**src/rtl/bgcs_pkg.sv**
```systemverilog
// Shared constants, codes and control structs of the binomial Gray code sequencer.
package bgcs_pkg;

	localparam int MAX_ROWS  = 8;
	localparam int MAX_MULT  = 40;
	localparam int WEIGHT_W  = 48;
	localparam int ACTION_W  = 2;
	localparam int MULT_IN_W = 6;
	localparam int ANCHOR_W  = 6;
	localparam int ROW_OUT_W = 6;
	localparam int ROW_W     = (MAX_ROWS > 1) ? $clog2(MAX_ROWS) : 1;
	localparam int CNT_W     = $clog2(MAX_ROWS + 1);
	localparam int MULT_W    = $clog2(MAX_MULT + 1);
	localparam int DIVR_W    = $clog2(MAX_MULT + 2);
	localparam int PROD_W    = WEIGHT_W + MULT_W;
	localparam int DCNT_W    = $clog2(PROD_W + 1);

	typedef enum logic [ACTION_W-1:0] {
		ACT_CLEAR = 2'd0,
		ACT_LOAD  = 2'd1,
		ACT_STEP  = 2'd2
	} action_t;

	typedef enum logic [2:0] {
		S_IDLE,
		S_SCAN,
		S_EMIT,
		S_MUL,
		S_DIVS,
		S_DIV,
		S_UPD,
		S_LAST
	} state_t;

	typedef struct packed {
		logic clear;
		logic load;
		logic scan_start;
		logic scan_next;
		logic set_done;
		logic emit_move;
		logic emit_last;
		logic mul;
		logic div_start;
		logic update;
	} cmd_t;

	typedef struct packed {
		logic out_free;
		logic seq_done;
		logic list_empty;
		logic can_move;
		logic scan_at_zero;
		logic div_done;
	} dp_sts_t;

endpackage

```
**src/rtl/bgcs_in_if.sv**
```systemverilog
// Input word channel: action and row multiplicity.
interface bgcs_in_if;
	logic                            valid;
	logic                            ready;
	logic [bgcs_pkg::ACTION_W-1:0]  action;
	logic [bgcs_pkg::MULT_IN_W-1:0] multiplicity;

	modport source(output valid, action, multiplicity, input ready);
	modport sink(input valid, action, multiplicity, output ready);
endinterface

```
**src/rtl/bgcs_out_if.sv**
```systemverilog
// Result word channel: weight, changing row, subtract flag and last flag.
interface bgcs_out_if;
	logic                            valid;
	logic                            ready;
	logic [bgcs_pkg::WEIGHT_W-1:0]  weight;
	logic [bgcs_pkg::ROW_OUT_W-1:0] change_row;
	logic                            subtract;
	logic                            last;

	modport source(output valid, weight, change_row, subtract, last, input ready);
	modport sink(input valid, weight, change_row, subtract, last, output ready);
endinterface

```
**src/rtl/bgcs_cfg_if.sv**
```systemverilog
// Configuration write channel carrying the anchor row count.
interface bgcs_cfg_if;
	logic                           valid;
	logic                           ready;
	logic [bgcs_pkg::ANCHOR_W-1:0] anchor_rows;

	modport source(output valid, anchor_rows, input ready);
	modport sink(input valid, anchor_rows, output ready);
endinterface

```
**src/rtl/bgcs_div.sv**
```systemverilog
// Restoring divider, one quotient bit per cycle.
module bgcs_div (
	input  logic                          clk,
	input  logic                          arst_n,
	input  logic                          start,
	input  logic [bgcs_pkg::PROD_W-1:0]  dividend,
	input  logic [bgcs_pkg::DIVR_W-1:0]  divisor,
	output logic [bgcs_pkg::PROD_W-1:0]  quotient,
	output logic                          done
);

	logic [bgcs_pkg::PROD_W-1:0] quo_q;
	logic [bgcs_pkg::DIVR_W-1:0] rem_q;
	logic [bgcs_pkg::DCNT_W-1:0] cnt_q;
	logic [bgcs_pkg::DIVR_W:0]   trial;
	logic [bgcs_pkg::DIVR_W:0]   diff;
	logic                         ge;

	assign trial    = {rem_q, quo_q[bgcs_pkg::PROD_W-1]};
	assign ge       = trial >= {1'b0, divisor};
	assign diff     = trial - {1'b0, divisor};
	assign quotient = quo_q;
	assign done     = (cnt_q == '0);

	always_ff @(posedge clk or negedge arst_n) begin
		if (!arst_n) begin
			cnt_q <= '0;
		end else if (start) begin
			cnt_q <= bgcs_pkg::DCNT_W'(bgcs_pkg::PROD_W);
		end else if (cnt_q != '0) begin
			cnt_q <= cnt_q - bgcs_pkg::DCNT_W'(1);
		end
	end

	always_ff @(posedge clk) begin
		if (start) begin
			quo_q <= dividend;
			rem_q <= '0;
		end else if (cnt_q != '0) begin
			quo_q <= {quo_q[bgcs_pkg::PROD_W-2:0], ge};
			rem_q <= ge ? diff[bgcs_pkg::DIVR_W-1:0] : trial[bgcs_pkg::DIVR_W-1:0];
		end
	end

	a_start_idle: assert property (@(posedge clk) disable iff (!arst_n)
		start |-> (cnt_q == '0))
		else $error("divider restarted while busy");

endmodule

```
**src/rtl/bgcs_dp.sv**
```systemverilog
// Datapath: row tables, weight register, multiplier, divider and result register.
module bgcs_dp (
	input  logic                              clk,
	input  logic                              arst_n,
	input  bgcs_pkg::cmd_t                    cmd,
	input  logic [bgcs_pkg::MULT_IN_W-1:0]   multiplicity,
	bgcs_cfg_if.sink                          cfg,
	bgcs_out_if.source                        result,
	output bgcs_pkg::dp_sts_t                 sts
);

	logic [bgcs_pkg::ANCHOR_W-1:0]  anchor_q;
	logic [bgcs_pkg::MULT_W-1:0]    mult_q [bgcs_pkg::MAX_ROWS];
	logic [bgcs_pkg::MULT_W-1:0]    k_q [bgcs_pkg::MAX_ROWS];
	logic [bgcs_pkg::MAX_ROWS-1:0]  dir_q;
	logic [bgcs_pkg::WEIGHT_W-1:0]  weight_q;
	logic [bgcs_pkg::CNT_W-1:0]     cnt_q;
	logic                            done_q;
	logic [bgcs_pkg::ROW_W-1:0]     idx_q;
	logic [bgcs_pkg::PROD_W-1:0]    prod_q;
	logic [bgcs_pkg::DIVR_W-1:0]    divisor_q;

	logic                            out_valid_q;
	logic [bgcs_pkg::WEIGHT_W-1:0]  out_weight_q;
	logic [bgcs_pkg::ROW_OUT_W-1:0] out_row_q;
	logic                            out_sub_q;
	logic                            out_last_q;

	logic [bgcs_pkg::MULT_W-1:0]    mult_sat;
	logic                            list_full;
	logic [bgcs_pkg::ROW_W-1:0]     wr_idx;
	logic [bgcs_pkg::MULT_W-1:0]    cur_n;
	logic [bgcs_pkg::MULT_W-1:0]    cur_k;
	logic                            down;
	logic                            can_move;
	logic [bgcs_pkg::MULT_W-1:0]    factor;
	logic [bgcs_pkg::DIVR_W-1:0]    divisor;
	logic [bgcs_pkg::MAX_ROWS-1:0]  hi_mask;
	logic [bgcs_pkg::PROD_W-1:0]    quotient;
	logic                            div_done;
	logic [bgcs_pkg::WEIGHT_W-1:0]  next_weight;
	logic                            out_free;

	assign mult_sat  = (multiplicity > bgcs_pkg::MULT_IN_W'(bgcs_pkg::MAX_MULT))
		? bgcs_pkg::MULT_W'(bgcs_pkg::MAX_MULT) : bgcs_pkg::MULT_W'(multiplicity);
	assign list_full = (cnt_q == bgcs_pkg::CNT_W'(bgcs_pkg::MAX_ROWS));
	assign wr_idx    = cnt_q[bgcs_pkg::ROW_W-1:0];
	assign cur_n     = mult_q[idx_q];
	assign cur_k     = k_q[idx_q];
	assign down      = !dir_q[idx_q];
	assign can_move  = down ? (cur_k != '0) : (cur_k != cur_n);
	assign factor    = down ? cur_k : (cur_n - cur_k);
	assign divisor   = down
		? bgcs_pkg::DIVR_W'(cur_n - cur_k) + bgcs_pkg::DIVR_W'(1)
		: bgcs_pkg::DIVR_W'(cur_k) + bgcs_pkg::DIVR_W'(1);

	always_comb begin
		for (int r = 0; r < bgcs_pkg::MAX_ROWS; r++) begin
			hi_mask[r] = (bgcs_pkg::ROW_W'(r) > idx_q) && (bgcs_pkg::CNT_W'(r) < cnt_q);
		end
	end

	assign next_weight = (quotient[bgcs_pkg::PROD_W-1:bgcs_pkg::WEIGHT_W] != '0)
		? '1 : quotient[bgcs_pkg::WEIGHT_W-1:0];

	assign out_free = !out_valid_q || result.ready;

	bgcs_div u_div (
		.clk      (clk),
		.arst_n   (arst_n),
		.start    (cmd.div_start),
		.dividend (prod_q),
		.divisor  (divisor_q),
		.quotient (quotient),
		.done     (div_done)
	);

	assign cfg.ready = 1'b1;

	always_ff @(posedge clk or negedge arst_n) begin
		if (!arst_n) begin
			anchor_q <= bgcs_pkg::ANCHOR_W'(1);
		end else if (cfg.valid) begin
			anchor_q <= cfg.anchor_rows;
		end
	end

	always_ff @(posedge clk or negedge arst_n) begin
		if (!arst_n) begin
			dir_q    <= '0;
			weight_q <= bgcs_pkg::WEIGHT_W'(1);
			cnt_q    <= '0;
			done_q   <= 1'b0;
		end else begin
			if (cmd.clear) begin
				dir_q    <= '0;
				weight_q <= bgcs_pkg::WEIGHT_W'(1);
				cnt_q    <= '0;
				done_q   <= 1'b0;
			end
			if (cmd.load && !list_full) begin
				dir_q    <= '0;
				weight_q <= bgcs_pkg::WEIGHT_W'(1);
				cnt_q    <= cnt_q + bgcs_pkg::CNT_W'(1);
				done_q   <= 1'b0;
			end
			if (cmd.set_done) begin
				done_q <= 1'b1;
			end
			if (cmd.update) begin
				weight_q <= next_weight;
				dir_q    <= dir_q ^ hi_mask;
			end
		end
	end

	always_ff @(posedge clk) begin
		if (cmd.load && !list_full) begin
			mult_q[wr_idx] <= mult_sat;
			for (int r = 0; r < bgcs_pkg::MAX_ROWS; r++) begin
				k_q[r] <= (bgcs_pkg::ROW_W'(r) == wr_idx) ? mult_sat : mult_q[r];
			end
		end
		if (cmd.update) begin
			k_q[idx_q] <= down ? (cur_k - bgcs_pkg::MULT_W'(1))
				: (cur_k + bgcs_pkg::MULT_W'(1));
		end
		if (cmd.scan_start) begin
			idx_q <= bgcs_pkg::ROW_W'(cnt_q - bgcs_pkg::CNT_W'(1));
		end else if (cmd.scan_next) begin
			idx_q <= idx_q - bgcs_pkg::ROW_W'(1);
		end
		if (cmd.mul) begin
			prod_q    <= bgcs_pkg::PROD_W'(weight_q) * bgcs_pkg::PROD_W'(factor);
			divisor_q <= divisor;
		end
	end

	always_ff @(posedge clk or negedge arst_n) begin
		if (!arst_n) begin
			out_valid_q <= 1'b0;
		end else if (cmd.emit_move || cmd.emit_last) begin
			out_valid_q <= 1'b1;
		end else if (result.ready) begin
			out_valid_q <= 1'b0;
		end
	end

	always_ff @(posedge clk) begin
		if (cmd.emit_move) begin
			out_weight_q <= weight_q;
			out_row_q    <= anchor_q + bgcs_pkg::ROW_OUT_W'(idx_q);
			out_sub_q    <= down;
			out_last_q   <= 1'b0;
		end else if (cmd.emit_last) begin
			out_weight_q <= weight_q;
			out_row_q    <= '0;
			out_sub_q    <= 1'b0;
			out_last_q   <= 1'b1;
		end
	end

	assign result.valid      = out_valid_q;
	assign result.weight     = out_weight_q;
	assign result.change_row = out_row_q;
	assign result.subtract   = out_sub_q;
	assign result.last       = out_last_q;

	assign sts.out_free     = out_free;
	assign sts.seq_done     = done_q;
	assign sts.list_empty   = (cnt_q == '0);
	assign sts.can_move     = can_move;
	assign sts.scan_at_zero = (idx_q == '0);
	assign sts.div_done     = div_done;

	a_emit_free: assert property (@(posedge clk) disable iff (!arst_n)
		(cmd.emit_move || cmd.emit_last) |-> out_free)
		else $error("result register overwritten before it was taken");

	a_pos_range: assert property (@(posedge clk) disable iff (!arst_n)
		cmd.update |=> (k_q[idx_q] <= mult_q[idx_q]))
		else $error("row position moved past its limit");

endmodule

```
**src/rtl/bgcs_ctrl.sv**
```systemverilog
// Controller state machine: input acceptance, row scan, divide sequencing, result hand-off.
module bgcs_ctrl (
	input  logic                            clk,
	input  logic                            arst_n,
	input  logic                            in_valid,
	input  logic [bgcs_pkg::ACTION_W-1:0]  action,
	input  bgcs_pkg::dp_sts_t               sts,
	output logic                            in_ready,
	output bgcs_pkg::cmd_t                  cmd
);

	bgcs_pkg::state_t state_q;
	bgcs_pkg::state_t state_d;

	always_ff @(posedge clk or negedge arst_n) begin
		if (!arst_n) begin
			state_q <= bgcs_pkg::S_IDLE;
		end else begin
			state_q <= state_d;
		end
	end

	always_comb begin
		state_d = state_q;
		unique case (state_q)
			bgcs_pkg::S_IDLE: begin
				if (in_valid && (bgcs_pkg::action_t'(action) == bgcs_pkg::ACT_STEP)) begin
					if (sts.seq_done || sts.list_empty) begin
						state_d = bgcs_pkg::S_LAST;
					end else begin
						state_d = bgcs_pkg::S_SCAN;
					end
				end
			end
			bgcs_pkg::S_SCAN: begin
				if (sts.can_move) begin
					state_d = bgcs_pkg::S_EMIT;
				end else if (sts.scan_at_zero) begin
					state_d = bgcs_pkg::S_LAST;
				end
			end
			bgcs_pkg::S_EMIT: begin
				if (sts.out_free) begin
					state_d = bgcs_pkg::S_MUL;
				end
			end
			bgcs_pkg::S_MUL:  state_d = bgcs_pkg::S_DIVS;
			bgcs_pkg::S_DIVS: state_d = bgcs_pkg::S_DIV;
			bgcs_pkg::S_DIV: begin
				if (sts.div_done) begin
					state_d = bgcs_pkg::S_UPD;
				end
			end
			bgcs_pkg::S_UPD:  state_d = bgcs_pkg::S_IDLE;
			bgcs_pkg::S_LAST: begin
				if (sts.out_free) begin
					state_d = bgcs_pkg::S_IDLE;
				end
			end
			default: state_d = bgcs_pkg::S_IDLE;
		endcase
	end

	always_comb begin
		cmd      = '0;
		in_ready = 1'b0;
		unique case (state_q)
			bgcs_pkg::S_IDLE: begin
				in_ready = 1'b1;
				if (in_valid) begin
					unique case (bgcs_pkg::action_t'(action))
						bgcs_pkg::ACT_CLEAR: cmd.clear = 1'b1;
						bgcs_pkg::ACT_LOAD:  cmd.load  = 1'b1;
						bgcs_pkg::ACT_STEP: begin
							if (sts.seq_done || sts.list_empty) begin
								cmd.set_done = 1'b1;
							end else begin
								cmd.scan_start = 1'b1;
							end
						end
						default: ;
					endcase
				end
			end
			bgcs_pkg::S_SCAN: begin
				if (!sts.can_move) begin
					if (sts.scan_at_zero) begin
						cmd.set_done = 1'b1;
					end else begin
						cmd.scan_next = 1'b1;
					end
				end
			end
			bgcs_pkg::S_EMIT: cmd.emit_move = sts.out_free;
			bgcs_pkg::S_MUL:  cmd.mul       = 1'b1;
			bgcs_pkg::S_DIVS: cmd.div_start = 1'b1;
			bgcs_pkg::S_DIV:  ;
			bgcs_pkg::S_UPD:  cmd.update    = 1'b1;
			bgcs_pkg::S_LAST: cmd.emit_last = sts.out_free;
			default: ;
		endcase
	end

	a_scan_end: assert property (@(posedge clk) disable iff (!arst_n)
		(state_q == bgcs_pkg::S_SCAN && !sts.can_move && sts.scan_at_zero) |=> sts.seq_done)
		else $error("exhausted scan did not finish the sequence");

endmodule

```
**src/rtl/binomial_gray_code_sequencer_top.sv**
```systemverilog
// Top level of the binomial-weighted reflected Gray code sequencer.
// Channels: item (sink) takes words of action and multiplicity; result (source)
// gives weight, change_row, subtract and last; cfg (sink) writes anchor_rows and
// is always ready. Each handshake moves one word on a rising edge with valid and ready.
// A clear or load word gives no result. A step word gives one result: the rows
// are scanned from the last loaded row down (at most 8 tried), then the result
// is registered and the weight update follows: a multiply state, a divider load
// state, the bit-serial divider (54 quotient bits), then an update state.
// A step that moves a row holds item low until its update is done; a step that
// finds no row to move holds it through the scan and its last result; a step
// after the sequence has finished goes straight to its last result.
// item is ready only while no step is in work; one result may wait in the output
// register while the next word is taken. If the receiver stalls, a following step
// holds before its result register load until the waiting word is taken.
// Reset clears the row list, the direction bits and the finish flag, sets the
// weight to 1 and anchor_rows to 1, and empties the output register.
module binomial_gray_code_sequencer_top (
	input logic         clk,
	input logic         arst_n,
	bgcs_in_if.sink     item,
	bgcs_out_if.source  result,
	bgcs_cfg_if.sink    cfg
);

	bgcs_pkg::cmd_t    cmd;
	bgcs_pkg::dp_sts_t sts;
	logic              in_ready;

	assign item.ready = in_ready;

	bgcs_ctrl u_ctrl (
		.clk      (clk),
		.arst_n   (arst_n),
		.in_valid (item.valid),
		.action   (item.action),
		.sts      (sts),
		.in_ready (in_ready),
		.cmd      (cmd)
	);

	bgcs_dp u_dp (
		.clk          (clk),
		.arst_n       (arst_n),
		.cmd          (cmd),
		.multiplicity (item.multiplicity),
		.cfg          (cfg),
		.result       (result),
		.sts          (sts)
	);

endmodule
```
**src/flat_wrapper.sv**
```systemverilog
// flat-port wrapper written by rule: the top's interface ports become plain ports
module binomial_gray_code_sequencer_top_flat 
  (clk, arst_n, item_valid, item_action, item_multiplicity, item_ready, result_valid, result_weight, result_change_row, result_subtract, result_last, result_ready, cfg_valid, cfg_anchor_rows, cfg_ready);
  bgcs_in_if item_i ();
  bgcs_out_if result_i ();
  bgcs_cfg_if cfg_i ();
  input logic clk;
  input logic arst_n;
  input wire logic [$bits(item_i.valid)-1:0] item_valid;
  input wire logic [$bits(item_i.action)-1:0] item_action;
  input wire logic [$bits(item_i.multiplicity)-1:0] item_multiplicity;
  output wire logic [$bits(item_i.ready)-1:0] item_ready;
  output wire logic [$bits(result_i.valid)-1:0] result_valid;
  output wire logic [$bits(result_i.weight)-1:0] result_weight;
  output wire logic [$bits(result_i.change_row)-1:0] result_change_row;
  output wire logic [$bits(result_i.subtract)-1:0] result_subtract;
  output wire logic [$bits(result_i.last)-1:0] result_last;
  input wire logic [$bits(result_i.ready)-1:0] result_ready;
  input wire logic [$bits(cfg_i.valid)-1:0] cfg_valid;
  input wire logic [$bits(cfg_i.anchor_rows)-1:0] cfg_anchor_rows;
  output wire logic [$bits(cfg_i.ready)-1:0] cfg_ready;
  assign item_i.valid = item_valid;
  assign item_i.action = item_action;
  assign item_i.multiplicity = item_multiplicity;
  assign item_ready = item_i.ready;
  assign result_valid = result_i.valid;
  assign result_weight = result_i.weight;
  assign result_change_row = result_i.change_row;
  assign result_subtract = result_i.subtract;
  assign result_last = result_i.last;
  assign result_i.ready = result_ready;
  assign cfg_i.valid = cfg_valid;
  assign cfg_i.anchor_rows = cfg_anchor_rows;
  assign cfg_ready = cfg_i.ready;
  binomial_gray_code_sequencer_top u_core (.clk(clk), .arst_n(arst_n), .item(item_i), .result(result_i), .cfg(cfg_i));
endmodule
```
**config.mk**
```make
export PLATFORM = sky130hd
export DESIGN_NAME = binomial_gray_code_sequencer_top_flat
export DESIGN_NICKNAME = d
export VERILOG_FILES = /design/src/rtl/bgcs_pkg.sv /design/src/rtl/bgcs_in_if.sv /design/src/rtl/bgcs_out_if.sv /design/src/rtl/bgcs_cfg_if.sv /design/src/rtl/bgcs_div.sv /design/src/rtl/bgcs_dp.sv /design/src/rtl/bgcs_ctrl.sv /design/src/rtl/binomial_gray_code_sequencer_top.sv /design/src/flat_wrapper.sv
export SDC_FILE = /design/constraint.sdc
export NUM_CORES = 1
export LEC_CHECK = 0
export ABC_CLOCK_PERIOD_IN_PS = 9000
export BUFFER_PORTS_ARGS = -buffer_cell sky130_fd_sc_hd__buf_2
export CAP_MARGIN = 25
export CORE_UTILIZATION = 48
export DETAILED_ROUTE_END_ITERATION = 10
export SYNTH_ARGS = -nofsm -noshare
export SYNTH_HDL_FRONTEND = slang
export SYNTH_SLANG_ARGS = --single-unit
```
**constraint.sdc**
```tcl
create_clock -name clk -period 9 [get_ports clk]
set_input_delay 2.25 -clock clk [delete_from_list [all_inputs] [get_ports clk]]
set_output_delay 2.25 -clock clk [all_outputs]
set_load 0.05 [all_outputs]
```
After elaboration in Yosys (flattened, before gate mapping)
Memories as Yosys holds them, arrays and structs flattened. A register that Yosys moved wholly into a read port is not among the register bits.
Cells that the tools add are included.

word-level totals
  output and inout port bits = 59
  bits in writable memories = 96
  logic and storage cells = 186
  memories = 2
  register bits = 256

cells by class
  multiplexer cells = 79
  bitwise gates (word level) = 1
  equal/unequal tests = 23
  reduce and logical (&&, ||, !) cells = 34
  $add $sub $neg = 10
  order comparisons = 19
  $mul = 1

memories
  memory              words  bits a word  rd ports  clocked after memory_dff  wr ports  RTL line       RTL
  u_core.u_dp.k_q     8      6            1         1                         8         bgcs_dp.sv:14  logic [bgcs_pkg::MULT_W-1:0] k_q [bgcs_pkg::MAX_ROWS];
  u_core.u_dp.mult_q  8      6            9         1                         1         bgcs_dp.sv:13  logic [bgcs_pkg::MULT_W-1:0] mult_q [bgcs_pkg::MAX_ROWS];

operator list
  operator                                                             number
  48-bit two-way mux                                                   6
  54-bit two-way mux                                                   2
  6-bit two-way mux                                                    18
  48-bit by 6-bit multiplier with 54-bit output                        1
  3-bit two-way mux                                                    14
  1-bit two-way mux                                                    30
  8-bit two-way mux                                                    3
  3-bit case mux with 8 select lines                                   1
  6-bit nonzero test                                                   3
  3-bit by 4-bit < comparator with 1-bit output, first input constant  4
  6-bit by 1-bit adder with 6-bit output, second input constant        2
  3-bit equality test, first input constant                            4
  3-bit equality test, second input constant                           4
  3-bit > comparator, first input constant                             4
  6-bit by 1-bit subtractor with 6-bit output, second input constant   2
  6-bit subtractor                                                     2
  1-bit logical AND                                                    10
  2-bit nonzero test                                                   5
  3-bit logical NOT                                                    3
  1-bit by 4-bit < comparator with 1-bit output, first input constant  2
  2-bit by 4-bit < comparator with 1-bit output, first input constant  2
  4-bit two-way mux                                                    2
  2-bit != test, second input constant                                 4
  8-bit bitwise XOR                                                    1
  28 further kinds                                                     38

Longest topological paths before layout
  depth in word-level cells = 10
  mapped depth = 33
  mapped depth without buffers = 28

Modules after synthesis
Synthesis repeated with hierarchy kept, for this count alone.

unflattened totals
  cell total of the unflattened synthesis = 2322
  area total of the unflattened synthesis = 24994.0 um^2

by module, submodules not included
  module     area an instance (um^2)  seq. area each (um^2)  times used  cells an instance
  bgcs_dp    21469.3                  8210.4                 1           2052
  bgcs_div   3153.0                   1891.8                 1           219
  bgcs_ctrl  371.6                    75.1                   1           51

Worst setup path before layout
No wires, ideal clock.

  path kind = flip-flop to flip-flop
  from = reg with a tool-made name
  to = reg u_core.u_dp.prod_q[53] (netlist bit), data pin
  arrival time = 7.830 ns
  slack = 0.913 ns
  buffers on the path = 5
  setup time = 0.257 ns
  cell stages (with the launch flop) = 31
  required time = 8.743 ns
  path through = dfxtp_1 > buf_2 > buf_6 > buf_1 > mux4_2 > mux2_2 > ha_1 > a21o_1 > a21o_1 > a21o_1 > a21oi_1 > xor2_1 > mux2i_1 > clkbuf_1 > clkbuf_1 > and2_1 > fa_1 > inv_1 > fa_1 > fa_1 > inv_1 > ha_1 > and3_1 > a221oi_2 > o31ai_2 > a211o_1 > a31o_2 > a21oi_4 > o41ai_2 > o31a_1 > xor2_1

RTL lines
  what                    RTL line        RTL
  end signal: assignment  bgcs_dp.sv:134  prod_q <= bgcs_pkg::PROD_W'(weight_q) * bgcs_pkg::PROD_W'(factor);
  end: declaration        bgcs_dp.sv:20   logic [bgcs_pkg::PROD_W-1:0] prod_q;

==> results.json <==
{
  "ys.flop_type": "edfxtp_1",
  "cts.htree.levels": 2,
  "max_slew_margin_pct": 27.26,
  "cts_resized": 0,
  "cts_hold_buf": 0,
  "place.gp.congestion": 0.8797,
  "overflow": 0,
  "drive_above_1_share_pct": 10.39,
  "route.detailed.drc": 0,
  "syn_area_per_cell_sq_um": 10.23,
  "cts_tree": "done",
  "routedWlPerCell_microns": 19.90,
  "hpwlAfterDp_mm": 44.09,
  "crit_fanout": 27,
  "drt_first_iter_violations": 1406,
  "status": "finished, final reports clean",
  "cts-buffers-inserted": 42,
  "worst_slack_ns": 0.5865,
  "slowest_delay_ns": 0.61,
  "synth_edf_count": 268,
  "grt_pass1_wl_mm": 102.1,
  "layout_common_cells": "nand2_1 (408), edfxtp_1 (268), inv_1 (239), fa_1 (188), a21oi_1 (150)",
  "required_ns": 9.33,
  "finalSetupViolations": 0,
  "diodes": 0,
  "area_growth_pct": 10.07,
  "hold_ws_ns": 0.4726,
  "yosysTopAreaCell": "edfxtp_1",
  "final_common_cell": "nand2_1",
  "start_kind": "flip-flop",
  "path_clk_slew_ns": 0.06,
  "worst-endpoint-arrival_ns": 8.75,
  "grt_start_max_net_pins": 63,
  "wl_mm": 62.42,
  "clk_latency_ns": 0.59,
  "setup.worst_path.end_class": "flip-flop",
  "grt_pass1_vias": 18270,
  "yosysWarnings": 0,
  "io_pins": 78,
  "ys_ff_latch": 355,
  "final.fill_count": 4400,
  "die_width_microns": 228.6,
  "crit_type": "flip-flop to flip-flop",
  "fin_crit_sh_pct": 93.48,
  "vias": 17570,
  "fin_tns_setup_ns": 0,
  "num_rows": 82,
  "cts_setup_buffers": 0,
  "synthDominantCellAreaShare_pct": 32.66,
  "cts_buffer_depth": 3,
  "critPathMostFrequentCell": "fa_1",
  "ys_seq_area_share_pct": 41.31,
  "hp-class": "flip-flop to flip-flop",
  "ys_types": 70,
  "first_pass_iters": 5,
  "maxCapViolCount": 0,
  "vias_per_cell": 5.601,
  "ant_nets": 0,
  "rsz0062_at_grt": "no",
  "fmax_mhz": 118.9,
  "synthArstFlopShare_pct": 21.69,
  "min_period_ns": 8.414,
  "core_area_sq_mm": 0.05038,
  "layout.nets": 2729,
  "hold_viol_final": 0,
  "die_y_microns": 228.6,
  "netlist_instances": 2408,
  "ctsRootBufferMaster": "clkbuf_16",
  "port_buffers": 76,
  "dp_slack_ns": 0.6364,
  "clock_skew_ns": 0.01980,
  "grtUsageTotal_pct": 24.76,
  "grt_antenna_before_repair": 0,
  "yosys-top-cells-area": "edfxtp_1 (33%), fa_1 (15%), dfrtp_1 (7.6%)",
  "tightest_slew_ns": 1.083,
  "syn_area_sq_mm": 0.02464,
  "initial_core_util_pct": 48.91,
  "cts_sinks": 355,
  "worst_path_max_delay_cell": "dfxtp_1",
  "slew_viol_final": 0,
  "die_area_sq_mm": 0.05224,
  "syn-num-nets": 2706
}
==> critical path: cells and delay by family (launching register included) <==
| family | cells | cell delay [ns] |
|---|---|---|
| AND/OR/NAND/NOR | 2 | 0.33 |
| multiplexers | 2 | 0.88 |
| AO/OA/AOI/OAI | 11 | 2.60 |
| flip-flops | 1 | 0.61 |
| adder cells (fa/ha/maj) | 6 | 2.62 |
| XOR/XNOR | 2 | 0.31 |
| buffers and inverters | 5 | 0.81 |
==> worst paths after layout <==
kind,cells after the start,endpoint,from,slack [ns]
hold / removal,2,u_core.u_dp.u_div.rem_q[1]$_SDFFE_PP0P_,u_core.u_dp.u_div.rem_q[1]$_SDFFE_PP0P_,0.47
setup / recovery,28,u_core.u_dp.prod_q[39]$_DFFE_PN_,flip-flop,0.59
hold reg to reg,2,u_core.u_dp.u_div.rem_q[1]$_SDFFE_PP0P_,u_core.u_dp.u_div.rem_q[1]$_SDFFE_PP0P_,0.47
min in group asynchronous,1,u_core.u_dp.cnt_q[0]$_DFFE_PN0P_,arst_n,1.65
setup reg to reg,28,u_core.u_dp.prod_q[39]$_DFFE_PN_,flip-flop,0.59
max in group asynchronous,2,u_core.u_dp.weight_q[26]$_DFFE_PN0P_,arst_n,6.25
==> metrics by stage <==
| stage | util (%) | cell area (sq um) | cells |
|---|---|---|---|
| after floorplan | - | 24640 | 2408 |
| after global placement | 51.06 | 25720 | 3056 |
| after detailed placement | 51.09 | 25730 | 3058 |
| after CTS | 53.82 | 27110 | 3135 |
| after global routing | 53.83 | 27120 | 3136 |
| final | 53.83 | 27120 | 3136 |
==> synth_stat cells (all sizes together), types with 13 or more instances <==
library cell	n
mux2	20
nand3	27
nor2	142
nor3	64
nand2b	18
buf	18
o21ai	87
clkbuf	112
inv	240
and2	60
a21oi	154
dfrtp	75
xor2	31
o21bai	13
edfxtp	268
fa	188
nand2	410
xnor2	46
mux2i	48
ha	91
mux4	26
nor2b	102
a21o	35
nand4	16
==> metal layers <==
metal / up-vias / routed length (microns) / part of all wire, % / global-route usage [%]
met5: - / 0 / 0 / 0
met4: 0 / 1270 / 2.0 / 6.292
met3: 77 / 2951 / 4.7 / 2.595
met2: 499 / 30860 / 49 / 42.59
met1: 8882 / 27350 / 44 / 33.50
li1: 8108 / - / - / -
==> cells by family after synthesis <==
| kind of cell | after synthesis | synth area share, % |
|---|---|---|
| AO/OA/AOI/OAI | 358 | 8.781 |
| adder cells (fa/ha/maj) | 279 | 19.90 |
| multiplexers | 94 | 5.322 |
| AND/OR/NAND/NOR | 874 | 16.20 |
| other | 1 | 0.01522 |
| flip-flops | 355 | 41.31 |
| XOR/XNOR | 77 | 2.768 |
| buffers and inverters | 370 | 5.708 |
==> flip-flops by register name, summed over array words and instances, names as in the netlist, 3 cells and up, named ones only <==
register / count
u_core.u_ctrl.state_q: 3
u_core.u_dp.anchor_q: 6
u_core.u_dp.cnt_q: 4
u_core.u_dp.dir_q: 8
u_core.u_dp.divisor_q: 6
u_core.u_dp.idx_q: 3
u_core.u_dp.k_q: 48
u_core.u_dp.mult_q: 48
u_core.u_dp.prod_q: 54
u_core.u_dp.result.change_row: 6
u_core.u_dp.result.weight: 48
u_core.u_dp.u_div.cnt_q: 6
u_core.u_dp.u_div.quotient: 54
u_core.u_dp.u_div.rem_q: 6
u_core.u_dp.weight_q: 48
==> cell type report <==
type	count	area (sq um)	area share (%)
Multi-Input combinational cell	1683	13180	48.61
Clock buffer	53	1112	4.102
Tap cell	672	840.8	3.101
Inverter	240	900.9	3.322
Clock inverter	24	265.3	0.9782
Sequential cell	355	10180	37.53
Timing Repair Buffer	109	638.1	2.353
Power is not shown: default switching activity piles up to over one toggle a cycle in this logic, so the estimate is an artifact.
